$ cat src/hdl/multi_turn_angle_tracker_core_defines.svh
// assertion macros used by the angle tracker core
`ifndef MULTI_TURN_ANGLE_TRACKER_CORE_DEFINES_SVH
`define MULTI_TURN_ANGLE_TRACKER_CORE_DEFINES_SVH

// checked only while out of reset
`define MTAT_ASSERT(lbl, clk, rst_n, prop, msg) \
    lbl: assert property (@(posedge clk) disable iff (!rst_n) prop) else $error(msg);

// checked at every edge, reset included
`define MTAT_ASSERT_ALWAYS(lbl, clk, prop, msg) \
    lbl: assert property (@(posedge clk) prop) else $error(msg);

`endif

$ cat src/hdl/mtat_pkg.sv
// package with widths, constants and types of the angle tracker
`timescale 1ns / 1ps
`default_nettype none

package mtat_pkg;

    localparam int SENSOR_W     = 3;
    localparam int RAW_W        = 12;
    localparam int ANGLE_W      = 34;
    localparam int TURN_W       = 16;
    localparam int OFFSET_W     = 24;
    localparam int CFG_IDX_W    = 3;
    localparam int CFG_REGS     = 7;
    localparam int NUM_SENSORS_DEF = 7;

    localparam int S_TDATA_W    = 16;
    localparam int M_TDATA_W    = 56;

    localparam logic [RAW_W-1:0] WRAP_LOW  = 12'd100;
    localparam logic [RAW_W-1:0] WRAP_HIGH = 12'd4000;
    localparam int UNITS_PER_COUNT = 45;
    localparam int TURN_SHIFT      = 12;

    localparam logic signed [TURN_W-1:0] TURN_MAX = 16'sh7fff;
    localparam logic signed [TURN_W-1:0] TURN_MIN = 16'sh8000;

    typedef struct packed {
        logic signed [TURN_W-1:0]  turns;
        logic signed [ANGLE_W-1:0] angle;
    } t_unwrap_res;

endpackage

`default_nettype wire

$ cat src/hdl/multi_turn_angle_tracker_core.sv
// top level of the multi-turn angle tracker: per-channel state, offsets and stream stages
// a sample passes the input register, then the result register, before result valid
// throughput: one request per cycle unless results stall, via state read-modify-write
// state is written when a sample moves to the result register, so back-to-back samples of
// one channel see the updated turn count
// reset (synchronous, active low) clears turn counts, last samples, offsets and valid flags
`timescale 1ns / 1ps
`default_nettype none
`include "multi_turn_angle_tracker_core_defines.svh"

module multi_turn_angle_tracker_core
    import mtat_pkg::*;
#(
    parameter int NUM_SENSORS = NUM_SENSORS_DEF
) (
    input  wire logic                 i_clk,
    input  wire logic                 i_rst_n,
    // config write channel
    input  wire logic                 i_cfg_valid,
    output logic                      o_cfg_ready,
    input  wire logic [CFG_IDX_W-1:0] i_cfg_index,
    input  wire logic [OFFSET_W-1:0]  i_cfg_data,
    // sample stream
    input  wire logic                 s_axis_tvalid,
    output logic                      s_axis_tready,
    // sensor_index [2:0], raw_angle [14:3], zero fill [15]
    input  wire logic [S_TDATA_W-1:0] s_axis_tdata,
    // result stream
    output logic                      m_axis_tvalid,
    input  wire logic                 m_axis_tready,
    // sensor_echo [2:0], angle_fixed [36:3], turn_total [52:37], zero fill [55:53]
    output logic [M_TDATA_W-1:0]      m_axis_tdata
);

    localparam int IDX_W = (NUM_SENSORS > 1) ? $clog2(NUM_SENSORS) : 1;

    logic                        r_in_valid;
    logic [SENSOR_W-1:0]         r_in_ch;
    logic [RAW_W-1:0]            r_in_raw;

    logic                        r_out_valid;
    logic [SENSOR_W-1:0]         r_out_ch;
    logic signed [ANGLE_W-1:0]   r_out_angle;
    logic signed [TURN_W-1:0]    r_out_turns;

    logic [RAW_W-1:0]            r_prev  [NUM_SENSORS];
    logic signed [TURN_W-1:0]    r_turns [NUM_SENSORS];
    logic signed [OFFSET_W-1:0]  r_offset[CFG_REGS];

    logic                        advance;
    logic                        in_range;
    logic [IDX_W-1:0]            sel;
    logic [SENSOR_W-1:0]         sel_off;
    t_unwrap_res                 res;

    assign advance       = r_in_valid && (!r_out_valid || m_axis_tready);
    assign s_axis_tready = !r_in_valid || advance;
    assign o_cfg_ready   = 1'b1;

    assign in_range = r_in_ch < SENSOR_W'(NUM_SENSORS);
    assign sel      = in_range ? r_in_ch[IDX_W-1:0] : '0;
    assign sel_off  = in_range ? r_in_ch : '0;

    mtat_unwrap u_unwrap (
        .i_raw    (r_in_raw),
        .i_last   (r_prev[sel]),
        .i_turns  (r_turns[sel]),
        .i_offset (r_offset[sel_off]),
        .o_res    (res)
    );

    // input register
    always_ff @(posedge i_clk) begin
        if (!i_rst_n) begin
            r_in_valid <= 1'b0;
        end else if (s_axis_tready) begin
            r_in_valid <= s_axis_tvalid;
        end
        if (s_axis_tready && s_axis_tvalid) begin
            r_in_ch  <= s_axis_tdata[SENSOR_W-1:0];
            r_in_raw <= s_axis_tdata[SENSOR_W +: RAW_W];
        end
    end

    // result register
    always_ff @(posedge i_clk) begin
        if (!i_rst_n) begin
            r_out_valid <= 1'b0;
        end else if (advance) begin
            r_out_valid <= 1'b1;
        end else if (m_axis_tready) begin
            r_out_valid <= 1'b0;
        end
        if (advance) begin
            r_out_ch    <= r_in_ch;
            r_out_angle <= in_range ? res.angle : '0;
            r_out_turns <= in_range ? res.turns : '0;
        end
    end

    // per-channel state
    always_ff @(posedge i_clk) begin
        if (!i_rst_n) begin
            for (int i = 0; i < NUM_SENSORS; i++) begin
                r_prev[i]  <= '0;
                r_turns[i] <= '0;
            end
        end else if (advance && in_range) begin
            r_prev[sel]  <= r_in_raw;
            r_turns[sel] <= res.turns;
        end
    end

    // zero offsets
    always_ff @(posedge i_clk) begin
        if (!i_rst_n) begin
            for (int i = 0; i < CFG_REGS; i++) begin
                r_offset[i] <= '0;
            end
        end else if (i_cfg_valid && (i_cfg_index < CFG_IDX_W'(CFG_REGS))) begin
            r_offset[i_cfg_index] <= signed'(i_cfg_data);
        end
    end

    assign m_axis_tvalid = r_out_valid;
    assign m_axis_tdata  = {{(M_TDATA_W - SENSOR_W - ANGLE_W - TURN_W){1'b0}},
                            r_out_turns, r_out_angle, r_out_ch};

    `MTAT_ASSERT(a_out_of_range_zero, i_clk, i_rst_n, (r_out_valid && (r_out_ch >= SENSOR_W'(NUM_SENSORS))) |-> (r_out_angle == '0 && r_out_turns == '0), "out-of-range channel result not zero")
    `MTAT_ASSERT(a_stall_only_when_full, i_clk, i_rst_n, !s_axis_tready |-> (r_in_valid && r_out_valid && !m_axis_tready), "input stalled with room in the pipeline")
    `MTAT_ASSERT(a_turn_step_one, i_clk, i_rst_n, (advance && in_range) |-> ((res.turns == r_turns[sel]) || (res.turns == r_turns[sel] + 16'sd1) || (res.turns == r_turns[sel] - 16'sd1)), "turn count moved by more than one")
    `MTAT_ASSERT_ALWAYS(a_reset_clears_out, i_clk, !i_rst_n |=> !m_axis_tvalid, "result valid right after reset")

endmodule

`default_nettype wire

$ cat src/hdl/mtat_unwrap.sv
// wrap detection, saturating turn update and fixed-point angle for one sample
`timescale 1ns / 1ps
`default_nettype none

module mtat_unwrap
    import mtat_pkg::*;
(
    input  wire logic [RAW_W-1:0]           i_raw,
    input  wire logic [RAW_W-1:0]           i_last,
    input  wire logic signed [TURN_W-1:0]   i_turns,
    input  wire logic signed [OFFSET_W-1:0] i_offset,
    output t_unwrap_res                     o_res
);

    localparam int RAW_PROD_W  = RAW_W + 6;
    localparam int TURN_PROD_W = TURN_W + 6;
    localparam int SUM_W       = ANGLE_W + 1;

    logic                          fwd;
    logic                          bwd;
    logic signed [TURN_W-1:0]      turns_next;
    logic [RAW_PROD_W-1:0]         raw_x45;
    logic signed [TURN_PROD_W-1:0] turns_x45;
    logic signed [SUM_W-1:0]       raw_term;
    logic signed [SUM_W-1:0]       turn_term;
    logic signed [SUM_W-1:0]       off_term;
    logic signed [SUM_W-1:0]       sum;

    assign fwd = (i_raw < WRAP_LOW) && (i_last > WRAP_HIGH) && (i_turns != TURN_MAX);
    assign bwd = (i_raw > WRAP_HIGH) && (i_last < WRAP_LOW) && (i_turns != TURN_MIN);

    always_comb begin
        priority if (fwd) begin
            turns_next = i_turns + 16'sd1;
        end else if (bwd) begin
            turns_next = i_turns - 16'sd1;
        end else begin
            turns_next = i_turns;
        end
    end

    // turns * 184320 is turns * 45 shifted by 12
    assign raw_x45   = RAW_PROD_W'(i_raw) * RAW_PROD_W'(UNITS_PER_COUNT);
    assign turns_x45 = TURN_PROD_W'(turns_next) * TURN_PROD_W'(signed'(UNITS_PER_COUNT));

    assign raw_term  = signed'({{(SUM_W-RAW_PROD_W){1'b0}}, raw_x45});
    assign turn_term = signed'({turns_x45[TURN_PROD_W-1], turns_x45, {TURN_SHIFT{1'b0}}});
    assign off_term  = signed'({{(SUM_W-OFFSET_W){i_offset[OFFSET_W-1]}}, i_offset});
    assign sum       = raw_term + turn_term - off_term;

    assign o_res.turns = turns_next;
    assign o_res.angle = sum[ANGLE_W-1:0];

endmodule

`default_nettype wire

$ cat config.mk
export PLATFORM = sky130hd
export DESIGN_NAME = multi_turn_angle_tracker_core
export DESIGN_NICKNAME = d
export VERILOG_FILES = /design/src/hdl/mtat_pkg.sv /design/src/hdl/multi_turn_angle_tracker_core.sv /design/src/hdl/mtat_unwrap.sv
export VERILOG_INCLUDE_DIRS = /design/src /design/src/hdl
export SDC_FILE = /design/constraint.sdc
export NUM_CORES = 1
export LEC_CHECK = 0
export ABC_AREA = 0
export CELL_PAD_IN_SITES_DETAIL_PLACEMENT = 0
export CELL_PAD_IN_SITES_GLOBAL_PLACEMENT = 1
export CORE_MARGIN = 4
export CORE_UTILIZATION = 40
export CTS_BUF_LIST = sky130_fd_sc_hd__clkbuf_2 sky130_fd_sc_hd__clkbuf_4 sky130_fd_sc_hd__clkbuf_8
export CTS_CLUSTER_SIZE = 24
export DETAILED_ROUTE_END_ITERATION = 12
export DONT_BUFFER_PORTS = 1
export PLACE_DENSITY = 0.68
export SLEW_MARGIN = 40
export SYNTH_ARGS = -nofsm -noshare
export SYNTH_HDL_FRONTEND = slang
export SYNTH_SLANG_ARGS = --single-unit
$ cat constraint.sdc
create_clock -name i_clk -period 27.1 [get_ports i_clk]
set_input_delay 4.065 -clock i_clk [delete_from_list [all_inputs] [get_ports i_clk]]
set_output_delay 4.065 -clock i_clk [all_outputs]
set_load 0.05 [all_outputs]
== After elaboration in Yosys (flattened, before gate mapping) ==
Memory sizes are Yosys's and may differ from the RTL's.
Cells that the tools add are included.

* $add $sub $neg: 4
* $mul: 2
* Magnitude comparators: 6
* Eq/ne operators: 2
* Mux-type cells: 21
* Reduce and logical (&&, ||, !) cells: 16

{| class="wikitable"
|+ Operator list
! kind !! number
|-
| 2-to-1 mux 16 bit || 3
|-
| adder 19 x 34 -> 34 bit || 1
|-
| subtractor 34 x 24 -> 34 bit || 1
|-
| inequality test 16 bit (second input constant) || 2
|-
| greater-than comparator 12 bit (second input constant) || 2
|-
| less-than comparator 12 x 7 -> 1 bit (second input constant) || 2
|-
| 2-to-1 mux 24 bit || 1
|-
| OR reduction 24 bit || 1
|-
| multiplier 16 x 7 -> 22 bit (second input constant) || 1
|-
| multiplier 12 x 6 -> 18 bit (second input constant) || 1
|-
| adder 16 x 2 -> 16 bit (second input constant) || 1
|-
| OR reduction 16 bit || 1
|-
| subtractor 16 x 2 -> 16 bit (second input constant) || 1
|-
| 2-to-1 mux 1 bit || 12
|-
| 2-to-1 mux 12 bit || 1
|-
| 2-to-1 mux 3 bit || 4
|-
| OR reduction 12 bit || 1
|-
| logical AND 1 bit || 8
|-
| less-than comparator 3 bit (second input constant) || 2
|-
| zero test 1 bit || 2
|-
| logical OR 1 bit || 2
|-
| nonzero test 2 bit || 1
|}

* Register bits after elaboration: 70
* Memory bits (writable): 364
* Input port bits: 48
* Output and inout port bits: 59
* Logic and storage cells: 61
* Memories kept: 3

{| class="wikitable"
|+ Memory list
! memory !! depth !! bits a word !! rd ports !! clocked after Yosys merged registers in !! wr ports !! line !! text
|-
| r_offset || 7 || 24 || 1 || 0 || 7 || multi_turn_angle_tracker_core.sv:48 || <nowiki>logic signed [OFFSET_W-1:0] r_offset[CFG_REGS];</nowiki>
|-
| r_turns || 7 || 16 || 1 || 0 || 7 || multi_turn_angle_tracker_core.sv:47 || <nowiki>logic signed [TURN_W-1:0] r_turns [NUM_SENSORS];</nowiki>
|-
| r_prev || 7 || 12 || 1 || 0 || 7 || multi_turn_angle_tracker_core.sv:46 || <nowiki>logic [RAW_W-1:0] r_prev [NUM_SENSORS];</nowiki>
|}

== Longest topological paths before layout ==
An unclocked memory read counts as a cell.

* Depth in word-level cells: 11
* Mapped depth: 40
* Mapped depth without buffers: 37

== Hierarchy ==
A second synthesis with hierarchy kept.

* Cells, all modules: 2313
* Area, all modules: 25406.9 sq um

{| class="wikitable"
|+ By module, submodules not included
! module !! times used !! cells an instance !! area each (sq um) !! seq. area each (sq um)
|-
| multi_turn_angle_tracker_core || 1 || 1568 || 19299.8 || 12492.0
|-
| mtat_unwrap || 1 || 745 || 6107.1 || 0.0
|}

== Least setup slack after synthesis ==
Ideal clock, no wire load.

* Path type: flip-flop to flip-flop
* Start: register r_in_ch[0]
* End: register r_out_angle[30] (data pin)
* Library setup time: 255 ps
* Arrival: 8497 ps
* Data required time: 26845 ps
* Setup slack: 18348 ps
* Stages on the path, launching flop included: 36
* Path buffers: 1
* Period minus slack after synthesis: 8752 ps
* Cell sequence: edfxtp_1 a21bo_2 clkbuf_1 o31ai_1 a2111oi_2 ha_1 inv_1 or3_1 or3_1 nand4_1 o32ai_1 xnor2_1 inv_1 ha_1 ha_1 fa_1 inv_1 fa_1 inv_1 ha_1 a21boi_0 o21ai_0 nand2b_1 xor2_1 ha_1 ha_1 a21o_1 a21oi_1 o21ai_0 a211oi_1 a21bo_2 a41oi_1 a21oi_1 o21a_1 or3_1 and3_1

{| class="wikitable"
|+ RTL lines
! what !! line !! text
|-
| from (decl) || multi_turn_angle_tracker_core.sv:38 || <nowiki>logic [SENSOR_W-1:0] r_in_ch;</nowiki>
|-
| from (signal assigned) || multi_turn_angle_tracker_core.sv:80 || <nowiki>r_in_ch <= s_axis_tdata[SENSOR_W-1:0];</nowiki>
|-
| to (signal assigned) || multi_turn_angle_tracker_core.sv:96 || <nowiki>r_out_angle <= in_range ? res.angle : '0;</nowiki>
|-
| to (decl) || multi_turn_angle_tracker_core.sv:43 || <nowiki>logic signed [ANGLE_W-1:0] r_out_angle;</nowiki>
|}

==> metrics.md <==
| Metric | Value |
|---|---|
| Status | finished, final reports clean |
| DR iter-0 viols | 1049 |
| Post-cts resize count | 0 |
| R2R setup slack | 16090 ps |
| Setup TNS | 0 ps |
| Clk_skew | 46.4 ps |
| Period utilization | 40.6% |
| Synth unique cells | 91 |
| Clk slew on worst S/H paths | 60 ps |
| H-tree depth | 3 |
| Min-delay worst type | flop to flop |
| Cells after Synth | 2171 |
| Prevailing post-synth register cell | edfxtp_1 |
| WP buf/inv | 7 |
| Max Buffers Root-to-Sink | 3 |
| WP data arrival | 11450 ps |
| #FFs+latches synth | 434 |
| Fmax | 90.8 MHz |
| Routed WL | 65.8 mm |
| CP dominant cell by count | ha_1 |
| Final net count | 2441 |
| Reg2Reg Depth | 36 |
| Pre-Repair DR Iteration Count | 5 |
| Hold Path Sink | r_offset[6][13] |
| Worst flop-to-flop path endpoint | r_out_angle[30] |
| Number of flops mapped to enable cells by yosys | 380 |
| Synth warn | 0 |
| GRT Total Usage | 19.9% |
| FILL cells | 5612 |
| Depth of the worst hold-timing path | 2 |
| Gpl congestion | 0.843 |
| Detail Placement HPWL | 43.3 mm |
| Max cap viols | 0 |
| Hold Buf Count CTS | 0 |
| Critical Path Stages | 36 |
| Cell Area, Synth | 24500 µm² |
| Die height | 255 µm |
| RSZ-0062 raised after global routing | false |
| HP Start | r_offset[6][13] |
| Worst-margin pin slew | 871 ps |
| Crit path time final | 11010 ps |
| Num ports | 107 |
| GRT overflow | 0 |
| Core area | 60500 µm² |
| Critical R2R Launch | r_in_ch[2] |
| Max IR drop VDD | 0.0862 mV |
| Die W | 255 µm |
| Clock Sinks | 434 |
| Antenna violation net count after detailed routing | 0 |
| Routed WL per cell | 21.6 µm |
| Vias in the first global route | 17.2k |
| Tot Pwr | 3.04 mW |
| CTS tree | built |
| Commonest non-fill, non-tap cell in the layout | edfxtp_1 |
| Slew Limit Fails | 0 |
| Worst Path Required | 27540 ps |
| Slew HR | 42.0% |
| Antenna violations before repair | 4 |
| Setup Fix Bufs, Post-CTS | 0 |
| Root Buffer | clkbuf_8 |
| Via density | 5.47 |
| Power per Cell Area | 112 nW/µm² |
| Die area | 65200 µm² |
| Residual DRC | 0 |
| Seq/Total Area, Yosys | 51.1% |
| Crit path from | r_in_ch[2] |
| Vias | 16.7k |
| Site row count | 90 |
| Startpoint types | flop |
| Critical path type | flop to flop |
| Area Overhead vs Synth | 11.3% |
| TritonCTS Buffers | 78 |
| Final setup viols | 0 |
| Worst-Skew Late Latency | 720 ps |
| CP max stage cell | a2111oi_2 |
| Share of layout cells above drive strength 1 | 14.3% |
| CP endpoint kind | flop |
| Hold Fails Final Rpt | 0 |
| Mean Syn Cell Area | 11.3 µm² |
| Initial core utilization | 40.5% |
| Port bufs | 0 |
| Cell family with most CP delay | adder cells |
| Largest net degree at the start of global routing | 60 |
| Most frequent cells in the layout | edfxtp_1, nor2_1, inv_1 |
| Max FO, Critical Path | 54 |
| Ys async rst share | 0% |
| P_leak | 10.9 nW |
| Slowest stage delay, CP | 760 ps |
| First-pass GRT wire length | 101 mm |
==> tightest hold or removal path, delay by kind of cell, from the launching register on <==
family	cells	cell delay (ps)
DFF	1	300
and+or+nand+nor	1	90
AOI/OAI and AO/OA	1	40
==> power breakdown <==
part	internal [mW]	total (mW)	leakage [nW]	switching [mW]
clock network	0.372	0.667	0.909	0.296
registers	0.847	0.959	4.21	0.112
logic	0.611	1.41	5.75	0.801
total	1.83	3.04	10.9	1.21
==> worst max path at each step <==
stage	to	slack, ps
global placement	r_out_angle[30]	15630
CTS	r_out_angle[30]	15760
floorplan	r_out_angle[30]	18350
finish	r_out_angle[30]	16090
global route	r_out_angle[30]	15430
detailed placement	r_out_angle[30]	15780
==> cell type report <==
cell class	count	area (µm²)	area share [%]
antenna	3	7.51	0.0276
clock buffer	121	1470	5.38
clock inverter	24	248	0.910
inverter	190	713	2.62
multi-input combinational	1444	10900	40.1
sequential	434	12500	45.9
tap	782	978	3.59
timing repair buffer	47	405	1.49
==> cells by family (layout without fill, tap and decap cells) <==
kind of cell,Yosys count,in the layout,share of synthesized area (%)
buffers and inverters,295,382,4.84
xor gates and xnor gates,66,66,2.55
other,2,7,0.0307
muxes,99,99,5.65
DFF,434,434,51.1
adders and majority gates,198,198,11.8
AOI/OAI and AO/OA,368,368,10.7
and+or+nand+nor,709,709,13.5
==> synthesized netlist by cell type (all sizes together) (7+ instances only) <==
master	count	area share, %
mux2i	23	0.94
o221a	11	0.51
or2	13	0.33
or3	9	0.23
inv	190	2.9
o21bai	7	0.21
clkbuf	64	0.98
nor2b	26	0.66
o21a	12	0.37
edfxtp	380	47
mux4	26	2.4
nand3	25	0.51
o21ai	68	1.4
mux2	50	2.3
o221ai	28	1.0
xnor2	37	1.4
nor2	320	4.9
xor2	29	1.2
o211ai	7	0.21
and2	78	2.0
fa	53	4.3
nand2b	18	0.46
nand4	12	0.31
o22ai	51	1.5
and3	11	0.28
a21o	24	0.74
nand2	146	2.2
o31ai	8	0.25
buf	41	0.95
nor3	21	0.43
ha	145	7.4
nor3b	11	0.34
a22oi	14	0.43
dfxtp	54	4.4
a211oi	23	0.71
a21oi	64	1.4
==> state kept, by name (all words and copies together) (netlist names) <==
name and flops:
r_offset 168, r_turns 112, r_prev 84, r_out_angle 34, r_out_turns 16, r_in_raw 12
r_in_ch 3, r_out_ch 3, m_axis_tvalid 1, r_in_valid 1
==> per-stage QoR <==
step / cells / cell area, µm² / worst slack, ps / hold slack, ps / utilization [%]
floorplan: 2173 / 24500 / 18350 / 428 / -
global placement: 2892 / 25400 / 15630 / 473 / 42.0
detailed placement: 2896 / 25500 / 15780 / 474 / 42.2
CTS: 3041 / 27200 / 15760 / 486 / 45.0
global route: 3043 / 27200 / 15430 / 508 / 45.0
finish: 3045 / 27200 / 16090 / 484 / 45.0
==> routing by layer <==
layer	global-route usage [%]	share of wire, %
met1	25.7	43
met2	34.2	49
met3	4.38	5.3
met4	5.48	2.2
met5	0	0.026
Power figures use the tool's default switching activity.
